==> config.mk <==
export PLATFORM = sky130hd
export DESIGN_NAME = truecolor_rle_pixel_decoder_flat
export DESIGN_NICKNAME = d
export VERILOG_FILES = /design/src/rtl/trle_pkg.sv /design/src/rtl/trle_byte_if.sv /design/src/rtl/trle_pixel_if.sv /design/src/rtl/trle_cfg.sv /design/src/rtl/trle_front.sv /design/src/rtl/trle_queue.sv /design/src/rtl/trle_back.sv /design/src/rtl/truecolor_rle_pixel_decoder.sv /design/src/flat_wrapper.sv
export SDC_FILE = /design/constraint.sdc
export NUM_CORES = 1
export LEC_CHECK = 0
export BUFFER_PORTS_ARGS = -buffer_cell sky130_fd_sc_hd__buf_2
export CAP_MARGIN = 25
export CORE_MARGIN = 3
export CORE_UTILIZATION = 55
export CTS_CLUSTER_SIZE = 25
export DETAILED_ROUTE_END_ITERATION = 10
export PLACE_DENSITY = 0.73
export SLEW_MARGIN = 20
export SYNTH_ARGS = -nofsm -noshare
export SYNTH_HDL_FRONTEND = slang
export SYNTH_SLANG_ARGS = --single-unit
export TNS_END_PERCENT = 50
==> constraint.sdc <==
create_clock -name clk -period 8.25 [get_ports clk]
set_input_delay 1.2375 -clock clk [delete_from_list [all_inputs] [get_ports clk]]
set_output_delay 1.2375 -clock clk [all_outputs]
set_load 0.01 [all_outputs]
==> src/rtl/trle_pkg.sv <==
// ---------------------------------------------------------------------------
// trle_pkg
// Shared types and constants of the truecolor run-length pixel decoder.
// ---------------------------------------------------------------------------
package trle_pkg;

    // configuration register indexes
    localparam logic [1:0] CFG_IMAGE_WIDTH  = 2'd0;
    localparam logic [1:0] CFG_IMAGE_HEIGHT = 2'd1;
    localparam logic [1:0] CFG_PIXEL_BYTES  = 2'd2;

    localparam int unsigned CFG_DATA_W = 16;

    // packet header fields
    localparam logic [7:0] HDR_RUN_MASK   = 8'h80;
    localparam logic [7:0] HDR_COUNT_MASK = 8'h7F;

    // reset value of the bytes-per-pixel register, and its four-byte code
    localparam logic [2:0] PIXEL_BYTES_RESET = 3'd3;
    localparam logic [2:0] PIXEL_BYTES_FOUR  = 3'd4;

    // result status codes
    typedef enum logic [1:0] {
        STATUS_OK       = 2'd0,
        STATUS_SHORT    = 2'd1,
        STATUS_OVERFLOW = 2'd2
    } status_t;

    // decoder phase, one-hot
    typedef enum logic [2:0] {
        PHASE_HEADER = 3'b001,
        PHASE_PIXEL  = 3'b010,
        PHASE_HALTED = 3'b100
    } phase_t;

    // image settings seen by the decoder
    typedef struct packed {
        logic [31:0] total_pixels;
        logic        four_bytes;
    } cfg_t;

    // one result item
    typedef struct packed {
        logic        pixel_valid;
        logic [31:0] pixel_value;
        logic [7:0]  repeat_count;
        logic        image_done;
        logic [1:0]  decode_status;
    } result_t;

endpackage

==> src/rtl/trle_byte_if.sv <==
// ---------------------------------------------------------------------------
// trle_byte_if
// Coded byte channel: valid/ready handshake with one stream byte per item.
// ---------------------------------------------------------------------------
interface trle_byte_if;
    logic       valid;
    logic       ready;
    logic [7:0] data_byte;
    logic       last_byte;

    modport source (output valid, output data_byte, output last_byte, input ready);
    modport sink   (input valid, input data_byte, input last_byte, output ready);
endinterface

==> src/rtl/trle_pixel_if.sv <==
// ---------------------------------------------------------------------------
// trle_pixel_if
// Pixel result channel: valid/ready handshake with one pixel or end item.
// ---------------------------------------------------------------------------
interface trle_pixel_if;
    logic        valid;
    logic        ready;
    logic        pixel_valid;
    logic [31:0] pixel_value;
    logic [7:0]  repeat_count;
    logic        image_done;
    logic [1:0]  decode_status;

    modport source (output valid, output pixel_valid, output pixel_value,
                    output repeat_count, output image_done, output decode_status,
                    input ready);
    modport sink   (input valid, input pixel_valid, input pixel_value,
                    input repeat_count, input image_done, input decode_status,
                    output ready);
endinterface

==> src/rtl/trle_cfg.sv <==
// ---------------------------------------------------------------------------
// trle_cfg
// Configuration registers; keeps width*height as a ready product.
// ---------------------------------------------------------------------------
module trle_cfg
(
    input  logic                           clk,
    input  logic                           rst_n,
    input  logic                           cfg_we,
    input  logic [1:0]                     cfg_index,
    input  logic [trle_pkg::CFG_DATA_W-1:0] cfg_wdata,
    output trle_pkg::cfg_t                 cfg
);

    logic [15:0] width_reg;
    logic [15:0] height_reg;
    logic [2:0]  pbytes_reg;
    logic [31:0] total_reg;

    logic [15:0] mul_a;
    logic [15:0] mul_b;
    logic        dim_write;

    // product operands take the value being written
    always_comb
    begin
        mul_a     = width_reg;
        mul_b     = height_reg;
        dim_write = 1'b0;
        if (cfg_we)
        begin
            case (cfg_index)
                trle_pkg::CFG_IMAGE_WIDTH:
                begin
                    mul_a     = cfg_wdata[15:0];
                    dim_write = 1'b1;
                end
                trle_pkg::CFG_IMAGE_HEIGHT:
                begin
                    mul_b     = cfg_wdata[15:0];
                    dim_write = 1'b1;
                end
                default:
                begin
                    dim_write = 1'b0;
                end
            endcase
        end
    end

    // register file
    always_ff @(posedge clk or negedge rst_n)
    begin
        if (!rst_n)
        begin
            width_reg  <= '0;
            height_reg <= '0;
            pbytes_reg <= trle_pkg::PIXEL_BYTES_RESET;
            total_reg  <= '0;
        end
        else
        begin
            if (cfg_we && cfg_index == trle_pkg::CFG_IMAGE_WIDTH)
            begin
                width_reg <= cfg_wdata[15:0];
            end
            if (cfg_we && cfg_index == trle_pkg::CFG_IMAGE_HEIGHT)
            begin
                height_reg <= cfg_wdata[15:0];
            end
            if (cfg_we && cfg_index == trle_pkg::CFG_PIXEL_BYTES)
            begin
                pbytes_reg <= cfg_wdata[2:0];
            end
            if (dim_write)
            begin
                total_reg <= 32'(mul_a * mul_b);
            end
        end
    end

    assign cfg.total_pixels = total_reg;
    assign cfg.four_bytes   = (pbytes_reg == trle_pkg::PIXEL_BYTES_FOUR);

endmodule

==> src/rtl/trle_front.sv <==
// ---------------------------------------------------------------------------
// trle_front
// Accepts coded bytes, tracks packets and pixel assembly, and builds results.
// ---------------------------------------------------------------------------
module trle_front
(
    input  logic              clk,
    input  logic              rst_n,
    input  trle_pkg::cfg_t    cfg,
    trle_byte_if.sink         byte_in,
    input  logic              q_full,
    output logic              q_push,
    output trle_pkg::result_t q_data
);

    trle_pkg::phase_t phase_reg, phase_next;
    logic [7:0]  remain_reg, remain_next;
    logic        run_reg, run_next;
    logic [1:0]  bip_reg, bip_next;
    logic [31:0] asm_reg, asm_next;
    logic [31:0] pw_reg, pw_next;
    logic        ovf_reg, ovf_next;

    logic        accept;
    logic [7:0]  b;
    logic        image_full;
    logic [31:0] missing;
    logic [7:0]  count;
    logic [31:0] asm_merged;
    logic [1:0]  bip_inc;
    logic        pixel_done;
    logic [7:0]  rep;
    logic        emit;

    assign byte_in.ready = !q_full;
    assign accept        = byte_in.valid && !q_full;
    assign b             = byte_in.data_byte;

    // pixels still missing
    assign image_full = (pw_reg >= cfg.total_pixels);
    assign missing    = image_full ? 32'd0 : (cfg.total_pixels - pw_reg);
    assign count      = (b & trle_pkg::HDR_COUNT_MASK) + 8'd1;

    // merge byte into the pixel under assembly
    always_comb
    begin
        case (bip_reg)
            2'd0:    asm_merged = asm_reg | {24'd0, b};
            2'd1:    asm_merged = asm_reg | {16'd0, b, 8'd0};
            2'd2:    asm_merged = asm_reg | {8'd0, b, 16'd0};
            default: asm_merged = asm_reg | {b, 24'd0};
        endcase
    end

    assign bip_inc    = bip_reg + 2'd1;
    assign pixel_done = (bip_inc == 2'd0) || (!cfg.four_bytes && bip_inc == 2'd3);

    // decode step
    always_comb
    begin
        phase_next  = phase_reg;
        remain_next = remain_reg;
        run_next    = run_reg;
        bip_next    = bip_reg;
        asm_next    = asm_reg;
        pw_next     = pw_reg;
        ovf_next    = ovf_reg;
        rep         = 8'd0;
        q_data      = '0;

        if (phase_reg == trle_pkg::PHASE_HALTED || image_full)
        begin
            // byte ignored
        end
        else if (phase_reg == trle_pkg::PHASE_HEADER)
        begin
            if ((b & trle_pkg::HDR_RUN_MASK) != 8'd0)
            begin
                run_next    = 1'b1;
                remain_next = count;
                phase_next  = trle_pkg::PHASE_PIXEL;
            end
            else if ({24'd0, count} > missing)
            begin
                ovf_next   = 1'b1;
                phase_next = trle_pkg::PHASE_HALTED;
            end
            else
            begin
                run_next    = 1'b0;
                remain_next = count;
                phase_next  = trle_pkg::PHASE_PIXEL;
            end
            bip_next = 2'd0;
            asm_next = '0;
        end
        else
        begin
            bip_next = bip_inc;
            asm_next = asm_merged;
            if (pixel_done)
            begin
                q_data.pixel_valid = 1'b1;
                q_data.pixel_value = asm_merged;
                if (run_reg)
                begin
                    rep         = ({24'd0, remain_reg} > missing) ? missing[7:0]
                                                                  : remain_reg;
                    remain_next = 8'd0;
                    phase_next  = trle_pkg::PHASE_HEADER;
                end
                else
                begin
                    rep         = 8'd1;
                    remain_next = remain_reg - 8'd1;
                    if (remain_next == 8'd0)
                    begin
                        phase_next = trle_pkg::PHASE_HEADER;
                    end
                end
                q_data.repeat_count = rep;
                pw_next  = pw_reg + {24'd0, rep};
                bip_next = 2'd0;
                asm_next = '0;
            end
        end

        // end of image closes with a status
        if (byte_in.last_byte)
        begin
            q_data.image_done = 1'b1;
            if (ovf_next)
            begin
                q_data.decode_status = trle_pkg::STATUS_OVERFLOW;
            end
            else if (pw_next == cfg.total_pixels)
            begin
                q_data.decode_status = trle_pkg::STATUS_OK;
            end
            else
            begin
                q_data.decode_status = trle_pkg::STATUS_SHORT;
            end
        end
    end

    assign emit   = q_data.pixel_valid || byte_in.last_byte;
    assign q_push = accept && emit;

    // decoder state
    always_ff @(posedge clk or negedge rst_n)
    begin
        if (!rst_n)
        begin
            phase_reg  <= trle_pkg::PHASE_HEADER;
            remain_reg <= '0;
            run_reg    <= 1'b0;
            bip_reg    <= '0;
            asm_reg    <= '0;
            pw_reg     <= '0;
            ovf_reg    <= 1'b0;
        end
        else if (accept)
        begin
            if (byte_in.last_byte)
            begin
                phase_reg  <= trle_pkg::PHASE_HEADER;
                remain_reg <= '0;
                run_reg    <= 1'b0;
                bip_reg    <= '0;
                asm_reg    <= '0;
                pw_reg     <= '0;
                ovf_reg    <= 1'b0;
            end
            else
            begin
                phase_reg  <= phase_next;
                remain_reg <= remain_next;
                run_reg    <= run_next;
                bip_reg    <= bip_next;
                asm_reg    <= asm_next;
                pw_reg     <= pw_next;
                ovf_reg    <= ovf_next;
            end
        end
    end

endmodule

==> src/rtl/trle_queue.sv <==
// ---------------------------------------------------------------------------
// trle_queue
// Two-entry result queue between the decoder and the output stage.
// ---------------------------------------------------------------------------
module trle_queue
(
    input  logic              clk,
    input  logic              rst_n,
    input  logic              push,
    input  trle_pkg::result_t push_data,
    output logic              full,
    input  logic              pop,
    output logic              head_valid,
    output trle_pkg::result_t head_data
);

    trle_pkg::result_t entry_reg [2];
    logic       wr_ptr_reg;
    logic       rd_ptr_reg;
    logic [1:0] count_reg;
    logic       do_push;
    logic       do_pop;

    assign full       = (count_reg == 2'd2);
    assign head_valid = (count_reg != 2'd0);
    assign head_data  = entry_reg[rd_ptr_reg];
    assign do_push    = push && !full;
    assign do_pop     = pop && head_valid;

    // entry storage
    always_ff @(posedge clk)
    begin
        if (do_push)
        begin
            entry_reg[wr_ptr_reg] <= push_data;
        end
    end

    // pointers and fill count
    always_ff @(posedge clk or negedge rst_n)
    begin
        if (!rst_n)
        begin
            wr_ptr_reg <= 1'b0;
            rd_ptr_reg <= 1'b0;
            count_reg  <= '0;
        end
        else
        begin
            if (do_push)
            begin
                wr_ptr_reg <= !wr_ptr_reg;
            end
            if (do_pop)
            begin
                rd_ptr_reg <= !rd_ptr_reg;
            end
            case ({do_push, do_pop})
                2'b10:   count_reg <= count_reg + 2'd1;
                2'b01:   count_reg <= count_reg - 2'd1;
                default: count_reg <= count_reg;
            endcase
        end
    end

endmodule

==> src/rtl/trle_back.sv <==
// ---------------------------------------------------------------------------
// trle_back
// Output register stage: drains the queue onto the pixel channel.
// ---------------------------------------------------------------------------
module trle_back
(
    input  logic              clk,
    input  logic              rst_n,
    input  logic              head_valid,
    input  trle_pkg::result_t head_data,
    output logic              pop,
    trle_pixel_if.source      pixel_out
);

    logic              out_valid_reg;
    trle_pkg::result_t out_data_reg;
    logic              load;

    // the register takes a new item when empty or being emptied
    assign load = !out_valid_reg || pixel_out.ready;
    assign pop  = load && head_valid;

    always_ff @(posedge clk or negedge rst_n)
    begin
        if (!rst_n)
        begin
            out_valid_reg <= 1'b0;
        end
        else if (load)
        begin
            out_valid_reg <= head_valid;
        end
    end

    always_ff @(posedge clk)
    begin
        if (pop)
        begin
            out_data_reg <= head_data;
        end
    end

    assign pixel_out.valid         = out_valid_reg;
    assign pixel_out.pixel_valid   = out_data_reg.pixel_valid;
    assign pixel_out.pixel_value   = out_data_reg.pixel_value;
    assign pixel_out.repeat_count  = out_data_reg.repeat_count;
    assign pixel_out.image_done    = out_data_reg.image_done;
    assign pixel_out.decode_status = out_data_reg.decode_status;

endmodule

==> src/rtl/truecolor_rle_pixel_decoder.sv <==
// ---------------------------------------------------------------------------
// truecolor_rle_pixel_decoder
// Run-length pixel decoder for truecolor images, one coded byte per item.
//
//   channel    dir   handshake            contents
//   byte_in    in    valid/ready          data_byte, last_byte
//   pixel_out  out   valid/ready          pixel_valid, pixel_value,
//                                         repeat_count, image_done,
//                                         decode_status
//   cfg        in    cfg_we (no ready)    cfg_index, cfg_wdata
//
// One byte is taken every cycle unless the queue is full; the packet state and
// pixel count update on each accepted byte. A result is written to the queue on
// the edge that takes its byte, then passes through the output register to pixel_out.
// byte_in stalls only when the two-entry queue is full. No clearing pass
// after reset; width*height is updated on the configuration write itself.
// ---------------------------------------------------------------------------
module truecolor_rle_pixel_decoder
(
    input  logic                            clk,
    input  logic                            rst_n,
    trle_byte_if.sink                       byte_in,
    trle_pixel_if.source                    pixel_out,
    input  logic                            cfg_we,
    input  logic [1:0]                      cfg_index,
    input  logic [trle_pkg::CFG_DATA_W-1:0] cfg_wdata
);

    trle_pkg::cfg_t    cfg;
    trle_pkg::result_t q_push_data;
    trle_pkg::result_t q_head_data;
    logic              q_push;
    logic              q_full;
    logic              q_pop;
    logic              q_head_valid;

    // configuration registers
    trle_cfg u_cfg
    (
        .clk       (clk),
        .rst_n     (rst_n),
        .cfg_we    (cfg_we),
        .cfg_index (cfg_index),
        .cfg_wdata (cfg_wdata),
        .cfg       (cfg)
    );

    // byte decoder
    trle_front u_front
    (
        .clk     (clk),
        .rst_n   (rst_n),
        .cfg     (cfg),
        .byte_in (byte_in),
        .q_full  (q_full),
        .q_push  (q_push),
        .q_data  (q_push_data)
    );

    // result queue
    trle_queue u_queue
    (
        .clk        (clk),
        .rst_n      (rst_n),
        .push       (q_push),
        .push_data  (q_push_data),
        .full       (q_full),
        .pop        (q_pop),
        .head_valid (q_head_valid),
        .head_data  (q_head_data)
    );

    // output stage
    trle_back u_back
    (
        .clk        (clk),
        .rst_n      (rst_n),
        .head_valid (q_head_valid),
        .head_data  (q_head_data),
        .pop        (q_pop),
        .pixel_out  (pixel_out)
    );

endmodule

==> src/flat_wrapper.sv <==
// flat-port wrapper written by rule: the top's interface ports become plain ports
module truecolor_rle_pixel_decoder_flat 
  (clk, rst_n, cfg_we, cfg_index, cfg_wdata, byte_in_valid, byte_in_data_byte, byte_in_last_byte, byte_in_ready, pixel_out_valid, pixel_out_pixel_valid, pixel_out_pixel_value, pixel_out_repeat_count, pixel_out_image_done, pixel_out_decode_status, pixel_out_ready);
  trle_byte_if byte_in_i ();
  trle_pixel_if pixel_out_i ();
  input  logic clk;
  input  logic rst_n;
  input  logic cfg_we;
  input  logic [1:0] cfg_index;
  input  logic [trle_pkg::CFG_DATA_W-1:0] cfg_wdata;
  input wire logic [$bits(byte_in_i.valid)-1:0] byte_in_valid;
  input wire logic [$bits(byte_in_i.data_byte)-1:0] byte_in_data_byte;
  input wire logic [$bits(byte_in_i.last_byte)-1:0] byte_in_last_byte;
  output wire logic [$bits(byte_in_i.ready)-1:0] byte_in_ready;
  output wire logic [$bits(pixel_out_i.valid)-1:0] pixel_out_valid;
  output wire logic [$bits(pixel_out_i.pixel_valid)-1:0] pixel_out_pixel_valid;
  output wire logic [$bits(pixel_out_i.pixel_value)-1:0] pixel_out_pixel_value;
  output wire logic [$bits(pixel_out_i.repeat_count)-1:0] pixel_out_repeat_count;
  output wire logic [$bits(pixel_out_i.image_done)-1:0] pixel_out_image_done;
  output wire logic [$bits(pixel_out_i.decode_status)-1:0] pixel_out_decode_status;
  input wire logic [$bits(pixel_out_i.ready)-1:0] pixel_out_ready;
  assign byte_in_i.valid = byte_in_valid;
  assign byte_in_i.data_byte = byte_in_data_byte;
  assign byte_in_i.last_byte = byte_in_last_byte;
  assign byte_in_ready = byte_in_i.ready;
  assign pixel_out_valid = pixel_out_i.valid;
  assign pixel_out_pixel_valid = pixel_out_i.pixel_valid;
  assign pixel_out_pixel_value = pixel_out_i.pixel_value;
  assign pixel_out_repeat_count = pixel_out_i.repeat_count;
  assign pixel_out_image_done = pixel_out_i.image_done;
  assign pixel_out_decode_status = pixel_out_i.decode_status;
  assign pixel_out_i.ready = pixel_out_ready;
  truecolor_rle_pixel_decoder u_core (.clk(clk), .rst_n(rst_n), .byte_in(byte_in_i), .pixel_out(pixel_out_i), .cfg_we(cfg_we), .cfg_index(cfg_index), .cfg_wdata(cfg_wdata));
endmodule
==> impl_metrics.json <==
{
  "synth_nets": 2901,
  "first_iter_violations": 1427,
  "grt_max_degree": 80,
  "startpoint_type": "flop",
  "status": "completed",
  "setup_viol": 0,
  "hold_buffers": 0,
  "wl_per_cell_um": 19.3,
  "cts_buffers": 29,
  "initial_utilization_pct": 56.2,
  "cp.buffers_inverters": 5,
  "worst_skew_pair.late_latency_ns": 0.57,
  "critical_path.most_common_cell": "buf_4",
  "met1Wirelength_um": 25800,
  "synth-edff-count": 132,
  "cts_max_level": 1,
  "hold_viol_final": 0,
  "grt_pass1_vias": 19000,
  "dr_wl_met3_um": 4240,
  "crit_type": "flop to flop",
  "synth.avg_cell_area_sq_um": 9.52,
  "area_growth_pct": 11.0,
  "grt_pass1_wl_um": 101000,
  "critPathRequiredTime_ns": 8.68,
  "min_period_ns": 7.94,
  "multi_input_area_sq_um": 14600,
  "dieArea_sq_um": 45900,
  "finalMaxSlewViolations": 0,
  "grt_antenna_before_repair": 1,
  "drt-pass1-iter-count": 8,
  "core-area_sq_um": 42400,
  "yosysTopAreaCellShare_pct": 16.6,
  "cts_setup_buffers": 0,
  "grt.total_usage_pct": 26.9,
  "crit_path_end_kind": "flop",
  "seq_area_frac_synth_pct": 32.5,
  "routed_wl_um": 62100,
  "ys_top_cells_by_area": "edfxtp_1 17%, fa_1 16%, dfrtp_1 16%, ha_1 8.8%, inv_1 5.0%",
  "post-route-period-util_pct": 96.2,
  "drc": 0,
  "diodes": 0,
  "grt-ovfl-total": 0,
  "yosysUniqueCellTypes": 90,
  "syn_area_sq_um": 23800,
  "clockRootBuffer": "clkbuf_16",
  "max_freq_ghz": 0.126,
  "dp_hpwl_um": 48400,
  "numPortBuffers": 77,
  "highest_layer": "met5",
  "path_clk_slew_ns": 0.06,
  "synth_ff_type": "dfrtp_1",
  "num_io_pins": 78,
  "tightestPinTransition_ns": 0.815,
  "slew_headroom_pct": 44.1,
  "ys_async_sr_fraction_pct": 53.4,
  "drt-vias-per-instance": 5.84,
  "ant_nets": 0,
  "final_layout_size_suffix_gt1_share_pct": 12.9,
  "cts_num_sinks": 283,
  "fin_nets": 3007,
  "die_h_um": 214,
  "skew_ns": 0.0282,
  "met2_length_um": 30100,
  "syn_inst": 2505,
  "drv_cap": 0,
  "ys_ff_latch": 283,
  "clk_path_buf_depth": 3,
  "place.gp.congestion": 0.974,
  "n_fill_cell": 3565,
  "largest_reg_flops": 88,
  "cp_slowest_cell": "fa_1",
  "whs_ns": 0.489,
  "routed-via-count": 18800,
  "hold_class": "flop to flop",
  "critical_path.max_stage_delay_ns": 0.45,
  "path_delay_family": "compound AO/OA/AOI/OAI gates",
  "die_x_um": 214,
  "rows": 75,
  "regArea_sq_um": 7750,
  "synth_warnings": 0,
  "yosys.area.top_type": "edfxtp_1",
  "cts_tree": "built",
  "path_max_fanout": 10,
  "cts_resized": 0,
  "arrival_ns": 8.37
}
## worst register-to-register path: cells and delay by family, from the launching register on
family,cells,cell delay (ns)
AO/OA/AOI/OAI,14,2.93
adder cells (fa/ha/maj),5,1.61
AND/OR/NAND/NOR,10,1.57
buffers and inverters,5,0.75
multiplexers,2,0.61
flip-flops,1,0.36
## Yosys cell counts, drive strengths merged (24+ instances only)
cell type and number:
edfxtp 132, a21o 30, ha 168, o21ai 106, fa 196, xor2 39, dfrtp 148, xnor2 69
nand3 43, nand4 31, nor2 225, mux2 60, and2 37, nand2 291, inv 318, nor3 46
buf 24, a21oi 123, clkbuf 79, mux2i 32
## per-layer routing
| metal | vias up | track usage (%) |
|---|---|---|
| met2 | 705 | 45.5 |
| met3 | 146 | 3.49 |
| li1 | 8662 | - |
| met1 | 9246 | 36.9 |
| met4 | 2 | 7.34 |
| met5 | - | 0 |
## through the flow
step / setup TNS, ns / setup WS, ns / utilization [%] / area (sq um) / cells
final: 0 / 0.311 / 62.4 / 26500 / 3211
after global routing: -0.0815 / -0.0410 / 62.4 / 26500 / 3211
after CTS: 0 / 0.126 / 62.0 / 26300 / 3209
after detailed placement: 0 / 0.0396 / 59.7 / 25300 / 3155
after global placement: 0 / 0.222 / 59.7 / 25300 / 3154
after floorplan: 0 / 0.0817 / - / 23800 / 2505
## path summary, 6_finish.rpt
path                                            startpoint                              to  slack (ns)  cells after the start
worst min-delay path            u_core.u_front.asm_reg[31]      u_core.u_front.asm_reg[31]        0.49                      1
min in group asynchronous                            rst_n       u_core.u_front.pw_reg[30]        0.70                      1
worst max-delay path             u_core.u_cfg.total_reg[0]  u_core.u_queue.entry_reg[1][0]        0.31                     36
max in group asynchronous                            rst_n        u_core.u_front.pw_reg[0]        6.25                      2
worst max register to register   u_core.u_cfg.total_reg[0]  u_core.u_queue.entry_reg[1][0]        0.31                     36
worst min register to register  u_core.u_front.asm_reg[31]      u_core.u_front.asm_reg[31]        0.49                      1
## cell families (layout without fill, tap and decap cells)
kind of cell	Yosys count	after routing	synth area share, %
adders and majority gates	364	364	25.3
muxes	92	92	4.18
xor gates and xnor gates	108	108	3.97
buffers and inverters	428	557	6.85
and+or+nand+nor	777	777	14.8
DFF	283	283	32.5
AOI/OAI and AO/OA	453	453	12.4
## placed cells by master, fill, tap and decap left out, drive strengths merged, types with 9 or more instances in the layout
cell type  count
edfxtp       132
dfrtp        148
a22oi         23
clkbuf        40
nand3         43
or3           11
nand2        291
a31oi         18
nand2b        18
ha           168
nor2b         21
a21o          30
o21ai        106
o22ai         23
xor2          39
nor3          46
nor2         225
inv          321
or2           10
a21oi        123
nand4         31
o21bai        15
o21a          13
xnor2         69
fa           196
nor4           9
buf          178
and2          37
mux2i         32
a211oi        16
o31ai         18
clkinv        13
mux2          60
## layout make-up
cell class / instances / area share, %
Multi-Input combinational cell: 1794 / 55.3
Sequential cell: 283 / 29.3
Inverter: 325 / 4.61
Timing Repair Buffer: 178 / 4.47
Clock buffer: 40 / 3.02
Tap cell: 577 / 2.73
Clock inverter: 14 / 0.615
Power is left out: the tool's default activity adds up to more than one toggle a clock period on the data nets, which glitch-free logic cannot reach.
